[src/sv/assert_macros.svh]
// Assertion macros shared by the decoder RTL.
// No dependencies; included by files that carry concurrent checks.
`ifndef ASSERT_MACROS_SVH
`define ASSERT_MACROS_SVH

// Check a property on every rising clock edge, ignored while in reset.
`define ASSERT_CLK(label, clk, rst_n, prop, msg) \
    label: assert property (@(posedge clk) disable iff (!rst_n) (prop)) else $error(msg);

// Check that a condition holds on every rising clock edge, including reset.
`define ASSERT_ALWAYS(label, clk, cond, msg) \
    label: assert property (@(posedge clk) (cond)) else $error(msg);

`endif

[src/sv/gsfd_pkg.sv]
// Shared types, constants and functions for the gas sensor frame decoder.
// No dependencies; imported by gsfd_scale and gas_sensor_frame_decoder.
`default_nettype none

package gsfd_pkg;

    localparam int unsigned FRAME_BYTES = 12;
    localparam logic [3:0]  LAST_POS    = 4'(FRAME_BYTES - 1);
    localparam logic [7:0]  CRC_POLY    = 8'h31;
    localparam logic [7:0]  CRC_INIT    = 8'hFF;

    // Conversion constants: span = WHOLE * 65535 + FRAC
    localparam logic [15:0] TEMP_FRAC    = 16'd43930;
    localparam logic [1:0]  TEMP_WHOLE   = 2'd2;
    localparam logic [18:0] TEMP_OFFSET  = 19'd45000;
    localparam logic [15:0] HUMID_FRAC   = 16'd59465;
    localparam logic [1:0]  HUMID_WHOLE  = 2'd1;
    localparam logic [18:0] HUMID_OFFSET = 19'd6000;
    localparam logic [31:0] ROUND_BIAS   = 32'd32767;
    localparam logic [32:0] DIVISOR      = 33'd65535;

    localparam logic [1:0] WORD_CO2    = 2'd0;
    localparam logic [1:0] WORD_TEMP   = 2'd1;
    localparam logic [1:0] WORD_HUMID  = 2'd2;
    localparam logic [1:0] WORD_STATUS = 2'd3;

    typedef enum logic [1:0] {
        PH_HIGH = 2'd0,
        PH_LOW  = 2'd1,
        PH_CRC  = 2'd2
    } phase_t;

    typedef enum logic {
        CONV_TEMP  = 1'b0,
        CONV_HUMID = 1'b1
    } conv_kind_t;

    typedef struct packed {
        logic [1:0] word;
        phase_t     phase;
    } pos_info_t;

    // Split a byte position into word index and phase within the word.
    function automatic pos_info_t pos_decode(input logic [3:0] pos);
        pos_info_t info;
        case (pos)
            4'd0:    info = '{word: WORD_CO2,    phase: PH_HIGH};
            4'd1:    info = '{word: WORD_CO2,    phase: PH_LOW};
            4'd2:    info = '{word: WORD_CO2,    phase: PH_CRC};
            4'd3:    info = '{word: WORD_TEMP,   phase: PH_HIGH};
            4'd4:    info = '{word: WORD_TEMP,   phase: PH_LOW};
            4'd5:    info = '{word: WORD_TEMP,   phase: PH_CRC};
            4'd6:    info = '{word: WORD_HUMID,  phase: PH_HIGH};
            4'd7:    info = '{word: WORD_HUMID,  phase: PH_LOW};
            4'd8:    info = '{word: WORD_HUMID,  phase: PH_CRC};
            4'd9:    info = '{word: WORD_STATUS, phase: PH_HIGH};
            4'd10:   info = '{word: WORD_STATUS, phase: PH_LOW};
            4'd11:   info = '{word: WORD_STATUS, phase: PH_CRC};
            default: info = '{word: WORD_CO2,    phase: PH_HIGH};
        endcase
        return info;
    endfunction

    // Feed one byte into the CRC-8, MSB first.
    function automatic logic [7:0] crc8_feed(input logic [7:0] crc, input logic [7:0] b);
        logic [7:0] c;
        c = crc ^ b;
        for (int k = 0; k < 8; k++) begin
            if (c[7]) begin
                c = {c[6:0], 1'b0} ^ CRC_POLY;
            end else begin
                c = {c[6:0], 1'b0};
            end
        end
        return c;
    endfunction

endpackage

`default_nettype wire

[src/sv/gsfd_scale.sv]
// Raw sensor word to milli-unit conversion: round(span * raw / 65535) - offset.
// Depends on gsfd_pkg for the conversion constants and kind selector.
`default_nettype none

module gsfd_scale
    import gsfd_pkg::*;
(
    input  wire logic               aclk,
    input  wire conv_kind_t         kind,
    input  wire logic               load,
    input  wire logic        [15:0] raw,
    output logic signed      [17:0] value
);

    logic [15:0] frac;
    logic [1:0]  whole;
    logic [18:0] offset;

    logic [31:0] prod_reg, prod_next;
    logic [15:0] raw_reg;
    logic [31:0] prod1_reg;
    logic [15:0] raw1_reg;
    logic [15:0] qest_reg, qest_next;
    logic [17:0] value_reg, value_next;

    logic [32:0] qsum;
    logic [32:0] rem;
    logic [15:0] quot;
    logic [18:0] whole_term;
    logic [18:0] sum19;

    always_comb begin
        case (kind)
            CONV_TEMP: begin
                frac   = TEMP_FRAC;
                whole  = TEMP_WHOLE;
                offset = TEMP_OFFSET;
            end
            CONV_HUMID: begin
                frac   = HUMID_FRAC;
                whole  = HUMID_WHOLE;
                offset = HUMID_OFFSET;
            end
            default: begin
                frac   = TEMP_FRAC;
                whole  = TEMP_WHOLE;
                offset = TEMP_OFFSET;
            end
        endcase
    end

    // Fractional part of the span, biased for rounding; stays below 65535^2.
    assign prod_next = 32'(32'(frac) * 32'(raw)) + ROUND_BIAS;

    // Quotient estimate by 65536 with one fold; low by at most one.
    assign qsum      = 33'(prod1_reg) + 33'(prod1_reg[31:16]);
    assign qest_next = qsum[31:16];

    always_ff @(posedge aclk) begin
        if (load) begin
            prod_reg <= prod_next;
            raw_reg  <= raw;
        end
        prod1_reg <= prod_reg;
        raw1_reg  <= raw_reg;
        qest_reg  <= qest_next;
        value_reg <= value_next;
    end

    // Correct the estimate, add the whole multiple of raw and drop the offset.
    always_comb begin
        rem        = 33'(prod1_reg) - (({17'b0, qest_reg} << 16) - 33'(qest_reg));
        quot       = (rem >= DIVISOR) ? qest_reg + 16'd1 : qest_reg;
        whole_term = 19'(19'(raw1_reg) * 19'(whole));
        sum19      = 19'(quot) + whole_term - offset;
        value_next = sum19[17:0];
    end

    assign value = signed'(value_reg);

endmodule

`default_nettype wire

[src/sv/gas_sensor_frame_decoder.sv]
// Gas sensor frame decoder: 12-byte CRC-8 protected frames to one decoded word.
// Throughput one byte per cycle; result word valid in the cycle after the twelfth byte is accepted.
// Byte accept is blocked only while a result word waits and m_tready is low.
// Rate set by the byte-wide CRC and the two constant-divisor scale pipelines.
// aresetn (sync, active low) clears position, CRC, error flags and output valid.
// Depends on gsfd_pkg, gsfd_scale and assert_macros.svh.
`default_nettype none
`include "assert_macros.svh"

module gas_sensor_frame_decoder
    import gsfd_pkg::*;
(
    input  wire logic        aclk,
    input  wire logic        aresetn,
    // input byte channel
    input  wire logic        s_tvalid,
    output logic             s_tready,
    input  wire logic [7:0]  s_tdata,   // [7:0] rx_byte
    input  wire logic [0:0]  s_tuser,   // [0] frame_start
    // decoded result channel
    output logic             m_tvalid,
    input  wire logic        m_tready,
    output logic [71:0]      m_tdata,   // [1:0] bad_word, [17:2] co2_ppm,
                                        // [35:18] temperature_mdegc,
                                        // [53:36] humidity_mpercent,
                                        // [69:54] status_word, [71:70] zero
    output logic [0:0]       m_tuser    // [0] result_code
);

    // frame tracking state
    logic [3:0]  pos_reg, pos_next;
    logic [7:0]  crc_reg, crc_next;
    logic [7:0]  high_reg, high_next;
    logic [15:0] co2_reg, co2_next;
    logic [15:0] status_reg, status_next;
    logic        fail_reg, fail_next;
    logic [1:0]  bad_reg, bad_next;

    // output word
    logic        m_tvalid_reg, m_tvalid_next;
    logic        m_code_reg;
    logic [1:0]  m_bad_reg;
    logic [15:0] m_co2_reg;
    logic [17:0] m_temp_reg;
    logic [17:0] m_humid_reg;
    logic [15:0] m_status_reg;

    logic        s_accept;
    logic [7:0]  rx_byte;
    logic        frame_start;
    logic [3:0]  pos_eff;
    logic        fail_eff;
    logic [1:0]  bad_eff;
    pos_info_t   info;
    logic        crc_bad;
    logic        fail_new;
    logic [1:0]  bad_new;
    logic        last_byte;
    logic        emit;
    logic [15:0] full_word;
    logic        load_temp;
    logic        load_humid;

    logic signed [17:0] temp_value;
    logic signed [17:0] humid_value;

    assign rx_byte     = s_tdata[7:0];
    assign frame_start = s_tuser[0];

    // Take a new byte whenever the output slot is free or being drained.
    assign s_tready = !m_tvalid_reg || m_tready;
    assign s_accept = s_tvalid && s_tready;

    // Restart on a start mark; treat an impossible position as byte 0.
    always_comb begin
        if (frame_start || (pos_reg > LAST_POS)) begin
            pos_eff = 4'd0;
        end else begin
            pos_eff = pos_reg;
        end
        fail_eff = frame_start ? 1'b0 : fail_reg;
        bad_eff  = frame_start ? 2'd0 : bad_reg;
    end

    assign info      = pos_decode(pos_eff);
    assign full_word = {high_reg, rx_byte};
    assign last_byte = (pos_eff == LAST_POS);
    assign emit      = s_accept && last_byte;

    // Record only the first failing word of the frame.
    assign crc_bad  = (info.phase == PH_CRC) && (crc_reg != rx_byte);
    assign fail_new = fail_eff || crc_bad;
    assign bad_new  = (crc_bad && !fail_eff) ? info.word : bad_eff;

    assign load_temp  = s_accept && (info.phase == PH_LOW) && (info.word == WORD_TEMP);
    assign load_humid = s_accept && (info.phase == PH_LOW) && (info.word == WORD_HUMID);

    always_comb begin
        pos_next    = pos_reg;
        crc_next    = crc_reg;
        high_next   = high_reg;
        co2_next    = co2_reg;
        status_next = status_reg;
        fail_next   = fail_reg;
        bad_next    = bad_reg;
        if (s_accept) begin
            case (info.phase)
                PH_HIGH: begin
                    crc_next  = crc8_feed(CRC_INIT, rx_byte);
                    high_next = rx_byte;
                end
                PH_LOW: begin
                    crc_next = crc8_feed(crc_reg, rx_byte);
                    if (info.word == WORD_CO2) begin
                        co2_next = full_word;
                    end
                    if (info.word == WORD_STATUS) begin
                        status_next = full_word;
                    end
                end
                default: begin
                end
            endcase
            if (last_byte) begin
                // wrap for the next frame and clear the error flags
                pos_next  = 4'd0;
                fail_next = 1'b0;
                bad_next  = 2'd0;
            end else begin
                pos_next  = pos_eff + 4'd1;
                fail_next = fail_new;
                bad_next  = bad_new;
            end
        end
    end

    // Hold the result word until taken; a new result may replace it as it drains.
    always_comb begin
        m_tvalid_next = m_tvalid_reg;
        if (emit) begin
            m_tvalid_next = 1'b1;
        end else if (m_tready) begin
            m_tvalid_next = 1'b0;
        end
    end

    always_ff @(posedge aclk) begin
        if (!aresetn) begin
            pos_reg      <= 4'd0;
            crc_reg      <= CRC_INIT;
            fail_reg     <= 1'b0;
            bad_reg      <= 2'd0;
            m_tvalid_reg <= 1'b0;
        end else begin
            pos_reg      <= pos_next;
            crc_reg      <= crc_next;
            fail_reg     <= fail_next;
            bad_reg      <= bad_next;
            m_tvalid_reg <= m_tvalid_next;
        end
    end

    always_ff @(posedge aclk) begin
        high_reg   <= high_next;
        co2_reg    <= co2_next;
        status_reg <= status_next;
        if (emit) begin
            m_code_reg <= fail_new;
            if (fail_new) begin
                // drop the measurement fields on a bad frame
                m_bad_reg    <= bad_new;
                m_co2_reg    <= 16'd0;
                m_temp_reg   <= 18'd0;
                m_humid_reg  <= 18'd0;
                m_status_reg <= 16'd0;
            end else begin
                m_bad_reg    <= 2'd0;
                m_co2_reg    <= co2_reg;
                m_temp_reg   <= unsigned'(temp_value);
                m_humid_reg  <= unsigned'(humid_value);
                m_status_reg <= status_reg;
            end
        end
    end

    // Both scale pipelines settle before the last byte of a frame is accepted.
    gsfd_scale u_temp_scale (
        .aclk  (aclk),
        .kind  (CONV_TEMP),
        .load  (load_temp),
        .raw   (full_word),
        .value (temp_value)
    );

    gsfd_scale u_humid_scale (
        .aclk  (aclk),
        .kind  (CONV_HUMID),
        .load  (load_humid),
        .raw   (full_word),
        .value (humid_value)
    );

    assign m_tvalid = m_tvalid_reg;
    assign m_tuser  = m_code_reg;
    assign m_tdata  = {2'b00, m_status_reg, m_humid_reg, m_temp_reg, m_co2_reg, m_bad_reg};

    `ASSERT_CLK(a_pos_in_frame, aclk, aresetn, pos_reg <= LAST_POS, "byte position left the frame")
    `ASSERT_CLK(a_stall_blocks_input, aclk, aresetn, (m_tvalid_reg && !m_tready) |-> !s_tready, "input taken while result stalled")
    `ASSERT_CLK(a_result_from_last, aclk, aresetn, $rose(m_tvalid_reg) |-> $past(emit), "result word without a last byte")
    `ASSERT_CLK(a_bad_frame_zeroed, aclk, aresetn, (m_tvalid_reg && m_code_reg) |-> (m_co2_reg == 16'd0 && m_status_reg == 16'd0), "bad frame carries data")
    `ASSERT_CLK(a_good_frame_no_index, aclk, aresetn, (m_tvalid_reg && !m_code_reg) |-> (m_bad_reg == 2'd0), "good frame reports a bad word")

endmodule

`default_nettype wire

[config.mk]
export PLATFORM = sky130hd
export DESIGN_NAME = gas_sensor_frame_decoder
export DESIGN_NICKNAME = d
export VERILOG_FILES = /design/src/sv/gsfd_pkg.sv /design/src/sv/gsfd_scale.sv /design/src/sv/gas_sensor_frame_decoder.sv
export VERILOG_INCLUDE_DIRS = /design/src /design/src/sv
export SDC_FILE = /design/constraint.sdc
export NUM_CORES = 1
export LEC_CHECK = 0
export ABC_CLOCK_PERIOD_IN_PS = 25000
export BUFFER_PORTS_ARGS = -buffer_cell sky130_fd_sc_hd__buf_2
export CAP_MARGIN = 20
export CORE_AREA = 2 2 260 211
export DETAILED_ROUTE_END_ITERATION = 10
export DIE_AREA = 0 0 262 213
export PLACE_DENSITY_LB_ADDON = 0.3
export RECOVER_POWER = 50
export SYNTH_ARGS = -nofsm -noshare
export SYNTH_HDL_FRONTEND = slang
export SYNTH_SLANG_ARGS = --single-unit
[constraint.sdc]
create_clock -name aclk -period 25 [get_ports aclk]
set_clock_uncertainty 0.15 [all_clocks]
set_input_delay 6.25 -clock aclk [delete_from_list [all_inputs] [get_ports aclk]]
set_output_delay 6.25 -clock aclk [all_outputs]
set_load 0.02 [all_outputs]
==> summary.txt, run 1 <==
Route
  – Number of remaining DRC errors: 0
  – Wire per inst: 18.5 um
  – Vias: 20700
  – Number of nets with antenna violations after routing: 0
  – WL final: 67.5 mm
  – Initial drt markers: 1744
  – DR vias/cell: 5.67
  – Pre-Repair DR Iteration Count: 5

STA
  – Slew Limit Fails: 136
  – Relative slew slack: -0.941
  – RSZ-0062 raised after global routing: no
  – Setup-failing EPs final: 0
  – Fin crit period: 13.69 ns
  – Setup TNS: 0 ns
  – Tcrit/Tclk final: 0.548
  – Fmax: 0.0730 GHz
  – Worst-margin pin slew: 2.88 ns
  – Hold Vio Cnt, Final: 0

Floorplan
  – Starting density of the core: 0.543
  – Core box area: 53300 um^2
  – Die ar.: 55800 um^2
  – # IOs: 88
  – Die W: 262 um
  – Die Ht: 213 um
  – Rows: 76

Global route
  – Initial antenna violation count: 0
  – GRT Total Usage: 0.245
  – GRT overflow: 0
  – Vias in the first global route: 20100
  – Largest net degree at the start of global routing: 73
  – Global-route wire length before repair: 107 mm

Synthesis
  – Mapped cell area: 28900 um^2
  – Ys async rst share: 0
  – Synth cell types: 79
  – Ys flop type: edfxtp_1
  – Yosys top cell by area: edfxtp_1
  – Post-Synthesis Cells: 2822
  – Cell with the most instances after synthesis: ha_1
  – Yosys top cell area share: 0.214
  – Yosys Warn Count: 0
  – Synth area leaders: edfxtp_1 (21%), ha_1 (20%), dfxtp_1 (12%)
  – Most frequent cells after synthesis: ha_1 (462), inv_1 (400), edfxtp_1 (206)
  – Post-synth EDFFs: 206
  – Post-synthesis sequential area ratio: 0.338
  – Flop and latch count out of synthesis: 385
  – Syn_area_per_cell: 10.3 um^2

Pwr
  – Clk pwr share: 0.182
  – LEAKAGE: 14.0 nW
  – Max VDD drop: 0.000151 V
  – Switch share: 0.412
  – Combinational share of power: 0.579
  – Cell Int Power: 0.00191 W
  – Power Density: 103 nW/um^2
  – Reg power frac: 0.238
  – Psw: 0.00133 W
  – Total power draw: 0.00324 W

Outcome
  – Status: finished with violations
  – Violations in the final reports: max-capacitance violations, max-slew violations

Worst setup path
  – Critical Path Source Type: input port
  – CP Class: in2reg
  – CP Max Fanout: 20
  – CP required: 25.14 ns
  – Setup crit end kind: register
  – Worst Path Arrival: 13.83 ns
  – Reg2Reg Setup Slack: 14.75 ns

Place
  – Post-DP HPWL: 53.7 mm
  – Cells after DPL: 3579
  – I/O Buffers: 85
  – Post-DP Area: 30200 um^2
  – RD Place Congestion: 0.938

Layout
  – Synth-to-Final Area Change: 8.38%
  – Final core utilization: 0.589
  – Post-route cell area: 31400 um^2
  – ANT cells: 0
  – Total Nets Final: 3545
  – Non-Filler Instances: 3651
  – Fillers: 4495
  – Layout cells sized above 1: 0.0329

Run
  – Max-Cap Viols: 6

Clock tree
  – Post-CTS setup buffer count: 0
  – CTS tree: yes
  – Clock latency on the worst-skew pair: 0.55 ns
  – Clock Sinks: 385
  – CTS Hold Buffers Added: 0
  – Clock-pin slew on the worst setup and hold paths: 0.06 ns
  – CTS Buf Count: 39
  – Resized Gates After CTS: 0
  – Bufs on Longest Clock Path: 3
  – Clock H-tree levels: 2
  – CTS root buffer: clkbuf_16

Hold path
  – HP Class: reg2reg
## power by group through the flow
| stage | logic (W) | registers (W) | clock network (W) |
|---|---|---|---|
| after detailed placement | 0.00185 | 0.000785 | 0 |
| final | 0.00188 | 0.000772 | 0.000591 |
| after global routing | 0.00212 | 0.000772 | 0.000629 |
| after global placement | 0.00178 | 0.000785 | 0 |
| after floorplan | 0.00149 | 0.000786 | 0 |
| after CTS | 0.00187 | 0.000772 | 0.000602 |
## cells by family (layout without fill, tap and decap cells)
| kind of cell | count (synthesis) | in the layout | share of synthesized area |
|---|---|---|---|
| AND/OR/NAND/NOR | 635 | 635 | 0.112 |
| flip-flops | 385 | 385 | 0.338 |
| other | 1 | 2 | 0.000130 |
| multiplexers | 10 | 10 | 0.00355 |
| buffers and inverters | 446 | 572 | 0.0591 |
| AO/OA/AOI/OAI | 484 | 484 | 0.108 |
| XOR/XNOR | 248 | 248 | 0.0751 |
| adder cells (fa/ha/maj) | 613 | 613 | 0.304 |
## worst max-delay path, cell delays in order
cell and delay, ns:
clkbuf_1 1.11, inv_1 0.37, fa_1 0.51, inv_1 0.07
ha_1 0.13, inv_1 0.05, fa_1 0.53, inv_1 0.04
ha_1 0.27, inv_1 0.05, fa_1 0.53, inv_1 0.06
fa_1 0.39, ha_1 0.42, a21o_1 0.23, or3_1 0.32
o21ai_0 0.40, o21ai_1 0.27, xor2_1 0.30, a32o_1 0.17
o21ai_0 0.13, nor3b_1 0.32, nand3_1 0.18, nor3_1 0.35
nand3b_1 0.15, xor2_1 0.17
## stage by stage
stage	hold WS [ns]	worst slack [ns]
2_1_floorplan	0.173	12.11
3_3_place_gp	0.176	11.74
3_5_place_dp	0.177	11.52
4_1_cts	0.183	11.91
5_1_grt	0.195	10.86
6_report	0.184	11.31
## layer usage
| layer | global-route usage | vias to the layer above | routed length (um) |
|---|---|---|---|
| li1 | - | 9944 | - |
| met1 | 0.378 | 10100 | 33300 |
| met2 | 0.363 | 637 | 28300 |
| met3 | 0.0421 | 71 | 5090 |
| met4 | 0.0413 | 0 | 838 |
| met5 | 0 | - | 0 |
## worst paths after layout
| kind | from | endpoint | cells past startpoint |
|---|---|---|---|
| min | u_temp_scale.prod_reg[11]$_DFFE_PP_ | u_temp_scale.prod1_reg[11]$_DFF_P_ | 0 |
| max reg2reg | u_temp_scale.qest_reg[0]$_DFF_P_ | u_temp_scale.value[16]$_DFF_P_ | 30 |
| min reg2reg | u_temp_scale.prod_reg[11]$_DFFE_PP_ | u_temp_scale.prod1_reg[11]$_DFF_P_ | 0 |
| max | s_tdata[1] | u_temp_scale.prod_reg[30]$_DFFE_PP_ | 26 |
## layout make-up
cell class	count	area, um^2	share of cell area
Sequential cell	385	9770	0.312
Tap cell	702	878	0.0280
Clock buffer	49	1070	0.0343
Inverter	402	1510	0.0481
Timing Repair Buffer	99	423	0.0135
Clock inverter	22	236	0.00754
Multi-Input combinational cell	1992	17500	0.557
## placed cells by master (no fill, tap or decap), types with 23 or more instances in the layout
cell type	instances
clkbuf_1	91
nand2b_1	32
edfxtp_1	206
nand3_1	59
nor2b_1	26
clkbuf_16	40
and2_1	74
nand2_1	148
ha_1	462
nor3_1	39
nor2_1	130
o21a_1	29
o211ai_1	23
a31oi_1	25
nand4_1	38
a21o_1	48
fa_1	151
o21ai_0	86
xor2_1	90
inv_1	400
a21oi_1	136
dfxtp_1	179
xnor2_1	158
No activity file was read; power rests on OpenSTA's default activity.
==> run 2: changes to the inputs <==
ABC_CLOCK_PERIOD_IN_PS = 14200   (was 25000)
clock period = 14.2 ns   (was 25 ns; I/O delays follow)
==> run 2 against run 1 <==
Net effect: the run still ends with max-capacitance violations, max-slew violations left; via count hardly changed; global-route usage up 0.33 points; sequential power grew 76%; flip-flop and latch count unchanged; highest routed layer unchanged.
==> summary.txt, run 2 (synthesis results as in run 1) <==
STA
  – RSZ-0062 raised after global routing: no
  – Tcrit/Tclk final: 0.785
  – Relative slew slack: -0.872
  – Hold Vio Cnt, Final: 0
  – Worst Hold Slack: 0.176 ns
  – Worst-margin pin slew: 2.78 ns
  – Slew Limit Fails: 128
  – Fmax: 0.0897 GHz
  – Setup TNS: 0 ns
  – Setup-failing EPs final: 0
  – Fin crit period: 11.15 ns

Pwr
  – LEAKAGE: 13.9 nW
  – Power Density: 181 nW/um^2
  – Max VDD drop: 0.000287 V

Clock tree
  – Post-CTS setup buffer count: 0
  – Clock-pin slew on the worst setup and hold paths: 0.06 ns
  – CTS Buf Count: 39
  – Clock H-tree levels: 2
  – Bufs on Longest Clock Path: 3
  – Resized Gates After CTS: 0
  – Clock latency on the worst-skew pair: 0.57 ns
  – CTS root buffer: clkbuf_16
  – CTS tree: yes
  – CTS Hold Buffers Added: 0
  – Clock Sinks: 385

Floorplan
  – # IOs: 88
  – Die W: 262 um
  – Core box area: 53300 um^2
  – Die ar.: 55800 um^2
  – Rows: 76
  – Starting density of the core: 0.543
  – Die Ht: 213 um

Worst setup path
  – Setup crit end kind: register
  – Reg2reg start: u_temp_scale.qest_reg[14]$_DFF_P_
  – R2R cell count: 31
  – CP Class: in2reg
  – CP required: 14.36 ns
  – Worst Path Arrival: 11.30 ns
  – Critical Path Source Type: input port
  – CP Max Fanout: 18
  – Reg-to-Reg End: u_temp_scale.value[16]$_DFF_P_
  – Reg2Reg Setup Slack: 4.29 ns

Layout
  – Non-Filler Instances: 3653
  – Most common cell after layout, fill and taps aside: ha_1
  – Reg area: 9770 um^2
  – Most frequent cells in the layout: ha_1 (462), inv_1 (400), edfxtp_1 (206)
  – Synth-to-Final Area Change: 8.13%
  – Multi-input logic area: 17500 um^2
  – Fillers: 4503
  – Total Nets Final: 3547
  – Final core utilization: 0.588
  – Layout cells sized above 1: 0.0312

Hold path
  – Worst Hold Depth: 0
  – HP Class: reg2reg
  – HP Start: u_humid_scale.prod_reg[3]$_DFFE_PP_
  – Hold endpoint: u_humid_scale.prod1_reg[3]$_DFF_P_

Route
  – WL final: 67.7 mm
  – Number of remaining DRC errors: 0
  – Number of nets with antenna violations after routing: 0
  – DR vias/cell: 5.67
  – Wire per inst: 18.5 um
  – Initial drt markers: 1813
  – Vias: 20700
  – Pre-Repair DR Iteration Count: 8

Outcome
  – Status: finished with violations
  – Violations in the final reports: max-capacitance violations, max-slew violations

Run
  – Max-Cap Viols: 5

Place
  – Cells after DPL: 3580
  – RD Place Congestion: 0.932
  – I/O Buffers: 85
  – Post-DP HPWL: 54.1 mm

Global route
  – GRT Total Usage: 0.248
  – Initial antenna violation count: 1
  – Vias in the first global route: 20300
  – Global-route wire length before repair: 109 mm
  – GRT overflow: 0
  – Largest net degree at the start of global routing: 73
==> run 2: changes by cell type in the layout (fill, tap and decap cells not counted), sizes merged <==
| cell | change |
|---|---|
| inv | -1 |
| diode | +1 |
| buf | -1 |
| clkinv | +2 |
| clkinvlp | -2 |
| bufinv | -2 |
| clkbuf | +5 |
==> run 2: how the worst max path moves through the flow <==
stage | startpoint | cells past startpoint | endpoint | slack, ns
detailed placement | s_tdata[4] | 22 | u_temp_scale.prod_reg[31]$_DFFE_PP_ | 3.41
finish | s_tdata[0] | 27 | u_temp_scale.prod_reg[30]$_DFFE_PP_ | 3.05
CTS | s_tdata[4] | 22 | u_temp_scale.prod_reg[31]$_DFFE_PP_ | 4.00
global route | s_tdata[0] | 27 | u_temp_scale.prod_reg[31]$_DFFE_PP_ | 2.58
global placement | s_tdata[1] | 22 | u_temp_scale.prod_reg[30]$_DFFE_PP_ | 3.66
floorplan | s_tdata[1] | 27 | u_temp_scale.prod_reg[30]$_DFFE_PP_ | 4.56
==> run 2: area by class of cell <==
class	instances	share of cell area
Antenna cell	1	0.0000800
Timing Repair Buffer	101	0.0136
Sequential cell	385	0.312
Clock inverter	19	0.00608
Inverter	402	0.0482
Multi-Input combinational cell	1992	0.558
Clock buffer	51	0.0333
Tap cell	702	0.0281
==> run 2: where the power goes <==
part / leakage [nW] / internal [W] / switching [W]
combinational: 9.97 / 0.00141 / 0.00191
clock: 0.594 / 0.000548 / 0.000443
sequential: 3.37 / 0.00135 / 0.00000825
total: 13.9 / 0.00331 / 0.00237
==> run 2: stage by stage <==
| step | power [W] | worst slack (ns) | instance area, um^2 |
|---|---|---|---|
| floorplan | 0.00400 | 4.56 | 28900 |
| global route | 0.00616 | 2.58 | 31300 |
| finish | 0.00567 | 3.05 | 31300 |
| detailed placement | 0.00465 | 3.41 | 30200 |
| global placement | 0.00451 | 3.66 | 30200 |
| CTS | 0.00568 | 4.00 | 31400 |
==> run 2: layer usage <==
layer	track usage	vias up	share of wire
met5	0	-	0
met4	0.0417	0	0.012
met3	0.0405	57	0.080
met2	0.364	704	0.42
met1	0.388	9990	0.49
li1	-	9949	-
==> run 2: critical path, stage by stage <==
cell and delay (ns):
buf_2 0.07, clkbuf_1 0.96, inv_1 0.47, fa_1 0.53
inv_1 0.06, ha_1 0.13, inv_1 0.06, fa_1 0.53
inv_1 0.04, ha_1 0.27, inv_1 0.06, fa_1 0.54
inv_1 0.06, fa_1 0.39, ha_1 0.41, a21o_1 0.23
or3_1 0.31, o21ai_0 0.47, o21ai_1 0.29, xor2_1 0.33
a32o_1 0.16, o21ai_0 0.14, nor3b_1 0.36, nand3_1 0.19
nor3_1 0.36, nand3b_1 0.14, xor2_1 0.16
